File: config.mk
export PLATFORM = sky130hd
export DESIGN_NAME = utf8_to_utf16_transcoder_unit
export DESIGN_NICKNAME = d
export VERILOG_FILES = /design/src/rtl/u8u16_pkg.sv /design/src/rtl/utf8_to_utf16_transcoder_unit.sv /design/src/rtl/u8u16_front.sv /design/src/rtl/u8u16_queue.sv /design/src/rtl/u8u16_back.sv
export SDC_FILE = /design/constraint.sdc
export NUM_CORES = 1
export LEC_CHECK = 0
export ABC_CLOCK_PERIOD_IN_PS = 9320
export BUFFER_PORTS_ARGS = -buffer_cell sky130_fd_sc_hd__buf_2
export CAP_MARGIN = 0
export CORE_AREA = 4 4 177 179
export DETAILED_ROUTE_END_ITERATION = 16
export DIE_AREA = 0 0 181 183
export PLACE_DENSITY = 0.69
export SLEW_MARGIN = 20
export SYNTH_ARGS = -nofsm -noshare
export SYNTH_HDL_FRONTEND = slang
export SYNTH_SLANG_ARGS = --single-unit
File: constraint.sdc
create_clock -name clk_i -period 9.32 [get_ports clk_i]
set_clock_uncertainty 0.15 [all_clocks]
set_input_delay 0.932 -clock clk_i [delete_from_list [all_inputs] [get_ports clk_i]]
set_output_delay 0.932 -clock clk_i [all_outputs]
set_load 0.02 [all_outputs]
File: src/rtl/u8u16_pkg.sv
// shared types and constants of the utf-8 to utf-16 transcoder
package u8u16_pkg;

  localparam int unsigned QueueDepth = 4;
  localparam int unsigned QueuePtrW  = $clog2(QueueDepth);
  localparam int unsigned QueueCntW  = $clog2(QueueDepth + 1);

  localparam logic [15:0] CapacityReset = 16'hFFFF;

  typedef enum logic [1:0] {
    ST_UNIT  = 2'd0,
    ST_END   = 2'd1,
    ST_ERROR = 2'd2
  } status_e;

  // one queued record: one or two result items
  typedef struct packed {
    logic [15:0] unit_a;
    logic [15:0] unit_b;
    status_e     status;
    logic        stored;
    logic [15:0] total_a;
    logic [15:0] total_b;
    logic        pair;
  } u8u16_rec_t;

endpackage

File: src/rtl/utf8_to_utf16_transcoder_unit.sv
// top level of the utf-8 to utf-16 transcoder
//
//   channel | direction | handshake              | payload
//   --------+-----------+------------------------+------------------------------
//   in      | input     | in_valid_i/in_ready_o  | utf8_byte_i
//   out     | output    | out_valid_o/out_ready_i| code_unit_o, status_o,
//           |           |                        | stored_o, unit_total_o,
//           |           |                        | run_last_o
//   cfg     | input     | cfg_valid_i/cfg_ready_o| cfg_data_i (out_capacity)
//
// one byte is taken per cycle; the decoder settles each byte in the cycle it
// is taken and queues at most one record for it
// the output register gives one item per cycle while out_ready_i is high, and a
// surrogate pair gives two items, so the output side sets the sustained rate
// in_ready_o drops only while the four-entry record queue is full
// reset clears the decoder state and count, and sets the capacity to 65535
module utf8_to_utf16_transcoder_unit import u8u16_pkg::*; (
  input  logic        clk_i,
  input  logic        rst_ni,
  input  logic        in_valid_i,
  output logic        in_ready_o,
  input  logic [7:0]  utf8_byte_i,
  output logic        out_valid_o,
  input  logic        out_ready_i,
  output logic [15:0] code_unit_o,
  output logic [1:0]  status_o,
  output logic        stored_o,
  output logic [15:0] unit_total_o,
  output logic        run_last_o,
  input  logic        cfg_valid_i,
  output logic        cfg_ready_o,
  input  logic [15:0] cfg_data_i
);

  // record path between front end, queue and output stage
  u8u16_rec_t push_rec;
  u8u16_rec_t head_rec;
  logic       push;
  logic       pop;
  logic       q_full;
  logic       q_empty;

  // decoder, capacity register and unit count
  u8u16_front u_front (
    .clk_i       (clk_i),
    .rst_ni      (rst_ni),
    .in_valid_i  (in_valid_i),
    .in_ready_o  (in_ready_o),
    .utf8_byte_i (utf8_byte_i),
    .cfg_valid_i (cfg_valid_i),
    .cfg_ready_o (cfg_ready_o),
    .cfg_data_i  (cfg_data_i),
    .q_full_i    (q_full),
    .push_o      (push),
    .rec_o       (push_rec)
  );

  // decouples decoding from the output handshake
  u8u16_queue u_queue (
    .clk_i   (clk_i),
    .rst_ni  (rst_ni),
    .push_i  (push),
    .rec_i   (push_rec),
    .pop_i   (pop),
    .rec_o   (head_rec),
    .full_o  (q_full),
    .empty_o (q_empty)
  );

  // splits pairs into two items and drives the output
  u8u16_back u_back (
    .clk_i        (clk_i),
    .rst_ni       (rst_ni),
    .rec_i        (head_rec),
    .q_empty_i    (q_empty),
    .pop_o        (pop),
    .out_valid_o  (out_valid_o),
    .out_ready_i  (out_ready_i),
    .code_unit_o  (code_unit_o),
    .status_o     (status_o),
    .stored_o     (stored_o),
    .unit_total_o (unit_total_o),
    .run_last_o   (run_last_o)
  );

endmodule

File: src/rtl/u8u16_front.sv
// front end: accepts bytes, decodes utf-8, counts units and builds records
module u8u16_front import u8u16_pkg::*; (
  input  logic        clk_i,
  input  logic        rst_ni,
  input  logic        in_valid_i,
  output logic        in_ready_o,
  input  logic [7:0]  utf8_byte_i,
  input  logic        cfg_valid_i,
  output logic        cfg_ready_o,
  input  logic [15:0] cfg_data_i,
  input  logic        q_full_i,
  output logic        push_o,
  output u8u16_rec_t  rec_o
);

  typedef enum logic [2:0] {
    ACT_NONE,
    ACT_EMIT,
    ACT_FAIL,
    ACT_FAIL_END,
    ACT_END,
    ACT_RESTART
  } act_e;

  logic [1:0]  pend_q, pend_d;
  logic [7:0]  lead_q, lead_d;
  logic [20:0] part_q, part_d;
  logic [15:0] count_q, count_d;
  logic        disc_q, disc_d;
  logic [15:0] cap_q;

  logic        accept;
  act_e        act;
  logic [1:0]  acc_pend;
  logic [7:0]  acc_lead;
  logic [20:0] acc_part;
  logic [20:0] code;
  logic        first_cont;
  logic        is_pair;
  logic [16:0] sum_n;

  assign accept      = in_valid_i & in_ready_o;
  assign in_ready_o  = ~q_full_i;
  assign cfg_ready_o = 1'b1;

  // classify the byte against the sequence in progress
  always_comb begin
    act        = ACT_NONE;
    acc_pend   = pend_q;
    acc_lead   = lead_q;
    acc_part   = part_q;
    code       = {13'd0, utf8_byte_i};
    first_cont = ((lead_q >= 8'hE0) && (lead_q < 8'hF0) && (pend_q == 2'd2)) ||
                 ((lead_q >= 8'hF0) && (pend_q == 2'd3));
    if (utf8_byte_i == 8'h00) begin
      if (disc_q) begin
        act = ACT_RESTART;
      end else if (pend_q != 2'd0) begin
        act = ACT_FAIL_END;
      end else begin
        act = ACT_END;
      end
    end else if (disc_q) begin
      act = ACT_NONE;
    end else if (pend_q == 2'd0) begin
      if (utf8_byte_i < 8'h80) begin
        act = ACT_EMIT;
      end else if ((utf8_byte_i < 8'hC2) || (utf8_byte_i >= 8'hF5)) begin
        act = ACT_FAIL;
      end else begin
        acc_lead = utf8_byte_i;
        if (utf8_byte_i < 8'hE0) begin
          acc_pend = 2'd1;
          acc_part = {16'd0, utf8_byte_i[4:0]};
        end else if (utf8_byte_i < 8'hF0) begin
          acc_pend = 2'd2;
          acc_part = {17'd0, utf8_byte_i[3:0]};
        end else begin
          acc_pend = 2'd3;
          acc_part = {18'd0, utf8_byte_i[2:0]};
        end
      end
    end else if (utf8_byte_i[7:6] != 2'b10) begin
      act = ACT_FAIL;
    end else if (first_cont && (((lead_q == 8'hE0) && (utf8_byte_i < 8'hA0)) ||
                                ((lead_q == 8'hF0) && (utf8_byte_i < 8'h90)) ||
                                ((lead_q == 8'hF4) && (utf8_byte_i >= 8'h90)))) begin
      act = ACT_FAIL;
    end else begin
      acc_part = {part_q[14:0], utf8_byte_i[5:0]};
      acc_pend = pend_q - 2'd1;
      code     = acc_part;
      if (acc_pend == 2'd0) begin
        act = ACT_EMIT;
      end
    end
  end

  assign is_pair = (code >= 21'h10000);
  assign sum_n   = {1'b0, count_q} + (is_pair ? 17'd2 : 17'd1);

  // resolve the action into next state and a record
  always_comb begin
    pend_d        = acc_pend;
    lead_d        = acc_lead;
    part_d        = acc_part;
    count_d       = count_q;
    disc_d        = disc_q;
    push_o        = 1'b0;
    rec_o.unit_a  = code[15:0];
    rec_o.unit_b  = 16'((code & 21'h3FF) + 21'hDC00);
    rec_o.status  = ST_UNIT;
    rec_o.stored  = 1'b0;
    rec_o.total_a = count_q + 16'd1;
    rec_o.total_b = count_q + 16'd2;
    rec_o.pair    = 1'b0;
    case (act)
      ACT_EMIT: begin
        pend_d = 2'd0;
        lead_d = 8'd0;
        part_d = 21'd0;
        push_o = 1'b1;
        if (code >= 21'h110000) begin
          rec_o.status  = ST_ERROR;
          rec_o.unit_a  = 16'd0;
          rec_o.total_a = count_q;
          disc_d        = 1'b1;
        end else if (sum_n[16]) begin
          // count would pass its ceiling
          rec_o.status  = ST_ERROR;
          rec_o.unit_a  = 16'd0;
          rec_o.total_a = 16'hFFFF;
          count_d       = 16'hFFFF;
          disc_d        = 1'b1;
        end else begin
          rec_o.stored = (sum_n <= {1'b0, cap_q});
          rec_o.pair   = is_pair;
          if (is_pair) begin
            rec_o.unit_a = 16'((code >> 10) + 21'hD7C0);
          end
          count_d = sum_n[15:0];
        end
      end
      ACT_FAIL: begin
        pend_d        = 2'd0;
        lead_d        = 8'd0;
        part_d        = 21'd0;
        disc_d        = 1'b1;
        push_o        = 1'b1;
        rec_o.status  = ST_ERROR;
        rec_o.unit_a  = 16'd0;
        rec_o.total_a = count_q;
      end
      ACT_FAIL_END: begin
        pend_d        = 2'd0;
        lead_d        = 8'd0;
        part_d        = 21'd0;
        disc_d        = 1'b0;
        count_d       = 16'd0;
        push_o        = 1'b1;
        rec_o.status  = ST_ERROR;
        rec_o.unit_a  = 16'd0;
        rec_o.total_a = count_q;
      end
      ACT_END: begin
        count_d       = 16'd0;
        push_o        = 1'b1;
        rec_o.status  = ST_END;
        rec_o.unit_a  = 16'd0;
        rec_o.total_a = count_q;
      end
      ACT_RESTART: begin
        pend_d  = 2'd0;
        lead_d  = 8'd0;
        part_d  = 21'd0;
        disc_d  = 1'b0;
        count_d = 16'd0;
      end
      default: begin
        push_o = 1'b0;
      end
    endcase
    if (!accept) begin
      push_o = 1'b0;
    end
  end

  always_ff @(posedge clk_i or negedge rst_ni) begin
    if (!rst_ni) begin
      pend_q  <= 2'd0;
      lead_q  <= 8'd0;
      part_q  <= 21'd0;
      count_q <= 16'd0;
      disc_q  <= 1'b0;
      cap_q   <= CapacityReset;
    end else begin
      if (accept) begin
        pend_q  <= pend_d;
        lead_q  <= lead_d;
        part_q  <= part_d;
        count_q <= count_d;
        disc_q  <= disc_d;
      end
      if (cfg_valid_i) begin
        cap_q <= cfg_data_i;
      end
    end
  end

endmodule

File: src/rtl/u8u16_queue.sv
// short record queue between the decoder and the output stage
module u8u16_queue import u8u16_pkg::*; (
  input  logic       clk_i,
  input  logic       rst_ni,
  input  logic       push_i,
  input  u8u16_rec_t rec_i,
  input  logic       pop_i,
  output u8u16_rec_t rec_o,
  output logic       full_o,
  output logic       empty_o
);

  u8u16_rec_t           mem_q [QueueDepth];
  logic [QueuePtrW-1:0] wr_q, wr_d;
  logic [QueuePtrW-1:0] rd_q, rd_d;
  logic [QueueCntW-1:0] cnt_q, cnt_d;

  assign full_o  = (cnt_q == QueueCntW'(QueueDepth));
  assign empty_o = (cnt_q == '0);
  assign rec_o   = mem_q[rd_q];

  always_comb begin
    wr_d  = push_i ? QueuePtrW'((QueueDepth == (1 << QueuePtrW)) ? wr_q + 1'b1 :
            ((wr_q == QueuePtrW'(QueueDepth - 1)) ? '0 : wr_q + 1'b1)) : wr_q;
    rd_d  = pop_i ? QueuePtrW'((QueueDepth == (1 << QueuePtrW)) ? rd_q + 1'b1 :
            ((rd_q == QueuePtrW'(QueueDepth - 1)) ? '0 : rd_q + 1'b1)) : rd_q;
    cnt_d = cnt_q + QueueCntW'(push_i) - QueueCntW'(pop_i);
  end

  always_ff @(posedge clk_i) begin
    if (push_i) begin
      mem_q[wr_q] <= rec_i;
    end
  end

  always_ff @(posedge clk_i or negedge rst_ni) begin
    if (!rst_ni) begin
      wr_q  <= '0;
      rd_q  <= '0;
      cnt_q <= '0;
    end else begin
      wr_q  <= wr_d;
      rd_q  <= rd_d;
      cnt_q <= cnt_d;
    end
  end

endmodule

File: src/rtl/u8u16_back.sv
// back end: output register that plays out one or two items per record
module u8u16_back import u8u16_pkg::*; (
  input  logic        clk_i,
  input  logic        rst_ni,
  input  u8u16_rec_t  rec_i,
  input  logic        q_empty_i,
  output logic        pop_o,
  output logic        out_valid_o,
  input  logic        out_ready_i,
  output logic [15:0] code_unit_o,
  output logic [1:0]  status_o,
  output logic        stored_o,
  output logic [15:0] unit_total_o,
  output logic        run_last_o
);

  u8u16_rec_t rec_q;
  logic       hold_q, hold_d;
  logic       phase_q, phase_d;
  logic       last;
  logic       done;

  assign last  = ~rec_q.pair | phase_q;
  assign done  = hold_q & out_ready_i & last;
  assign pop_o = ~q_empty_i & (~hold_q | done);

  always_comb begin
    hold_d  = hold_q;
    phase_d = phase_q;
    if (pop_o) begin
      hold_d  = 1'b1;
      phase_d = 1'b0;
    end else if (done) begin
      hold_d  = 1'b0;
      phase_d = 1'b0;
    end else if (hold_q && out_ready_i) begin
      phase_d = 1'b1;
    end
  end

  assign out_valid_o  = hold_q;
  assign code_unit_o  = phase_q ? rec_q.unit_b : rec_q.unit_a;
  assign status_o     = rec_q.status;
  assign stored_o     = rec_q.stored;
  assign unit_total_o = phase_q ? rec_q.total_b : rec_q.total_a;
  assign run_last_o   = last;

  always_ff @(posedge clk_i) begin
    if (pop_o) begin
      rec_q <= rec_i;
    end
  end

  always_ff @(posedge clk_i or negedge rst_ni) begin
    if (!rst_ni) begin
      hold_q  <= 1'b0;
      phase_q <= 1'b0;
    end else begin
      hold_q  <= hold_d;
      phase_q <= phase_d;
    end
  end

endmodule
==> impl_metrics.toml <==
[sta]
period_needed_ns = 6.74
setup_tns_ns = 0
max_freq_mhz = 148
worstMarginPinSlew_ns = 1.04
fin_crit_sh_pct = 72.3
hold_viol_final = 0
maxSlewViolCount = 0
fin_hold_ws_ns = 0.350
max_slew_margin_pct = 30.7
setup_viol = 0
rsz0062_at_grt = "false"

[routing]
routed_wl_mm = 32.6
wl_per_cell_um = 21.8
firstDrtPassIters = 5
vias = 8900
final_antenna_net_count = 0
vias_per_cell = 5.94
drc = 0
drt-initial-drc-count = 734

[placement]
dp.cells = 1427
dpl.hpwl_mm = 19.8
portBuffers = 66
place_congestion = 0.870

[floorplan]
start_util_pct = 54.9
fp-row-count = 63
fp.dieH_um = 183
io_pins = 68
coreArea_um2 = 29600
die_w_um = 181
die_area_um2 = 33100

[synth]
synthXorXnorAreaFrac_pct = 1.78
synthCells = 1023
avgSynthCellArea_um2 = 15.9
synthFlopType = "edfxtp_1"
synth_compound_area_share_pct = 6.26
synth_fa_ha_area_share_pct = 2.41
synthArstFlopShare_pct = 17.8
synth_simple_gate_area_share_pct = 6.99
syn-cell-area_um2 = 16200
muxShareOfSynthArea_pct = 12.1
ys_seq_elements = 377
syn_nets = 1082
yosysUniqueCellTypes = 73
synth_top_family_by_area = "multiplexers"
ys_seq_area_share_pct = 67.8
yosys_warnings = 0
synth_edf_count = 310

[cts]
clkTransAtPathRegs_ns = 0.06
hold_buffers = 0
cts.sinks = 377
clk_path_buf_depth = 3
cts_tree = "built"
root_buffer = "clkbuf_16"
postCtsSetupRepairBufs = 0
cts_resized = 0
h-tree-depth = 2
cts_made_buffers = 39
clk_latency_ns = 0.52

[setup_path]
crit_path_end_kind = "register"
cp.required_ns = 9.50
arrival_ns = 6.92
critPathKind = "input port to register"
r2r_cells = 20
startpoint_type = "input port"
worst-path-max-fanout = 22

[global_route]
grt_max_degree = 68
grt_use_total_pct = 19.9
grt_pass1_vias = 9050
grt_overflow = 0
grt_pass1_wl_mm = 52.1
antenna_found_initial = 0

[pwr]
leakagePower_nw = 6.52
p_per_area_nw_per_um2 = 280
peakVddDrop_mv = 0.140

[finish]
layout_commonest_cell = "edfxtp_1"
final_cells = 1498
n_antenna_cell = 0
final_util_pct = 61.3
final_cell_mix = "edfxtp_1, nand2_1, buf_2, mux4_2, dfrtp_1"
drive_gt1_share_pct = 25.7
synthToLayoutAreaGrowth_pct = 11.7
fin_nets = 1137

[worst_hold_path]
hold_path_class = "register to register"
hold_depth = 1

[job]
maxCapViolations = 0

[outcome]
status = "complete, no violations"
-- cells in the mapped netlist (8+ instances only) --
cell type | number | area, um2
dfstp_2 | 16 | 420
nand4_1 | 10 | 62.6
nor3_1 | 11 | 55.1
and2_1 | 13 | 81.3
dfrtp_1 | 51 | 1280
edfxtp_1 | 310 | 9310
mux2_2 | 47 | 529
nor2_1 | 31 | 116
o21ai_0 | 46 | 230
buf_1 | 11 | 41.3
a22o_1 | 16 | 140
nor2b_1 | 8 | 50.1
a21oi_1 | 23 | 115
and3_1 | 9 | 56.3
xor2_1 | 12 | 105
buf_2 | 9 | 45.0
nand3_1 | 20 | 100
inv_1 | 38 | 143
clkbuf_1 | 36 | 135
xnor2_1 | 21 | 184
nand2_1 | 86 | 323
ha_1 | 28 | 350
mux4_2 | 62 | 1400
-- flip-flops by register name, indices dropped and copies added, names as in the netlist --
signal / flops
u_back.out_valid_o: 1
u_front.lead_q: 8
u_queue.rd_q: 2
u_queue.mem_q: 248
u_front.cap_q: 16
u_queue.wr_q: 2
u_front.part_q: 15
u_front.disc_q: 1
u_back.status_o: 2
u_back.phase_q: 1
u_front.count_q: 16
u_back.stored_o: 1
u_back.rec_q: 59
u_queue.cnt_q: 3
u_front.pend_q: 2
-- metrics by stage --
stage / cell area, um2 / setup WS, ns / total power [W]
2_1_floorplan: 16200 / 2.99 / 0.00323
3_3_place_gp: 16900 / 2.32 / 0.00358
3_5_place_dp: 16900 / 2.20 / 0.00361
4_1_cts: 18100 / 2.68 / 0.00513
5_1_grt: 18100 / 2.18 / 0.00534
6_report: 18100 / 2.58 / 0.00508
-- final cells by class --
cell class / instances / area (um2)
clock buffer: 49 / 1030
clock inverter: 22 / 225
fill: 2187 / 11400
inverter: 38 / 143
multi-input combinational: 546 / 4820
sequential: 377 / 11000
tap: 390 / 488
timing repair buffer: 76 / 409
-- metal layers --
layer | track usage, % | vias to the layer above | part of all wire [%]
met1 | 30.4 | 4523 | 46
met4 | 4.71 | 0 | 1.9
met3 | 2.94 | 48 | 5.4
li1 | - | 4045 | -
met2 | 31.1 | 284 | 47
met5 | 0 | - | 0
-- final timing paths --
kind	startpoint	end	slack (ns)
max in group asynchronous	rst_ni	u_queue.rd_q[0]	7.89
worst min register to register	u_front.lead_q[1]	u_front.lead_q[1]	0.35
min in group asynchronous	rst_ni	u_queue.wr_q[1]	0.46
worst min-delay path	u_front.lead_q[1]	u_front.lead_q[1]	0.35
worst max register to register	u_front.pend_q[0]	u_queue.mem_q[2][19]	2.62
worst max-delay path	utf8_byte_i[6]	u_queue.mem_q[2][19]	2.58
-- worst max-delay path, stage by stage --
cell	delay, ns
buf_2	0.18
nor4b_1	0.51
a2111oi_4	0.09
a21oi_1	0.17
buf_4	0.26
nand2_1	0.13
inv_1	0.07
ha_1	0.16
nor4b_1	0.29
nand4_1	0.13
a2111oi_0	0.46
o2bb2ai_1	0.19
nand2_1	0.17
inv_1	0.10
fa_1	0.46
inv_1	0.13
and2_1	0.22
and4_1	0.31
and3_1	0.55
nand3_1	0.71
and4_1	0.49
nor2_1	0.20
-- where the power goes --
| group | internal, W | switching (W) | total (W) |
|---|---|---|---|
| clock | 0.000903 | 0.000614 | 0.00152 |
| combinational | 0.000531 | 0.000715 | 0.00125 |
| sequential | 0.00214 | 0.000175 | 0.00232 |
| total | 0.00358 | 0.00150 | 0.00508 |
-- logic make-up (layout without fill, tap and decap cells) --
logic type | Yosys count | count (layout)
buffers and inverters | 100 | 185
XOR/XNOR | 33 | 33
other | 1 | 1
multiplexers | 113 | 113
AND/OR/NAND/NOR | 225 | 225
adder cells (fa/ha/maj) | 30 | 30
flip-flops | 377 | 377
AO/OA/AOI/OAI | 144 | 144
Power figures use the tool's default switching activity.
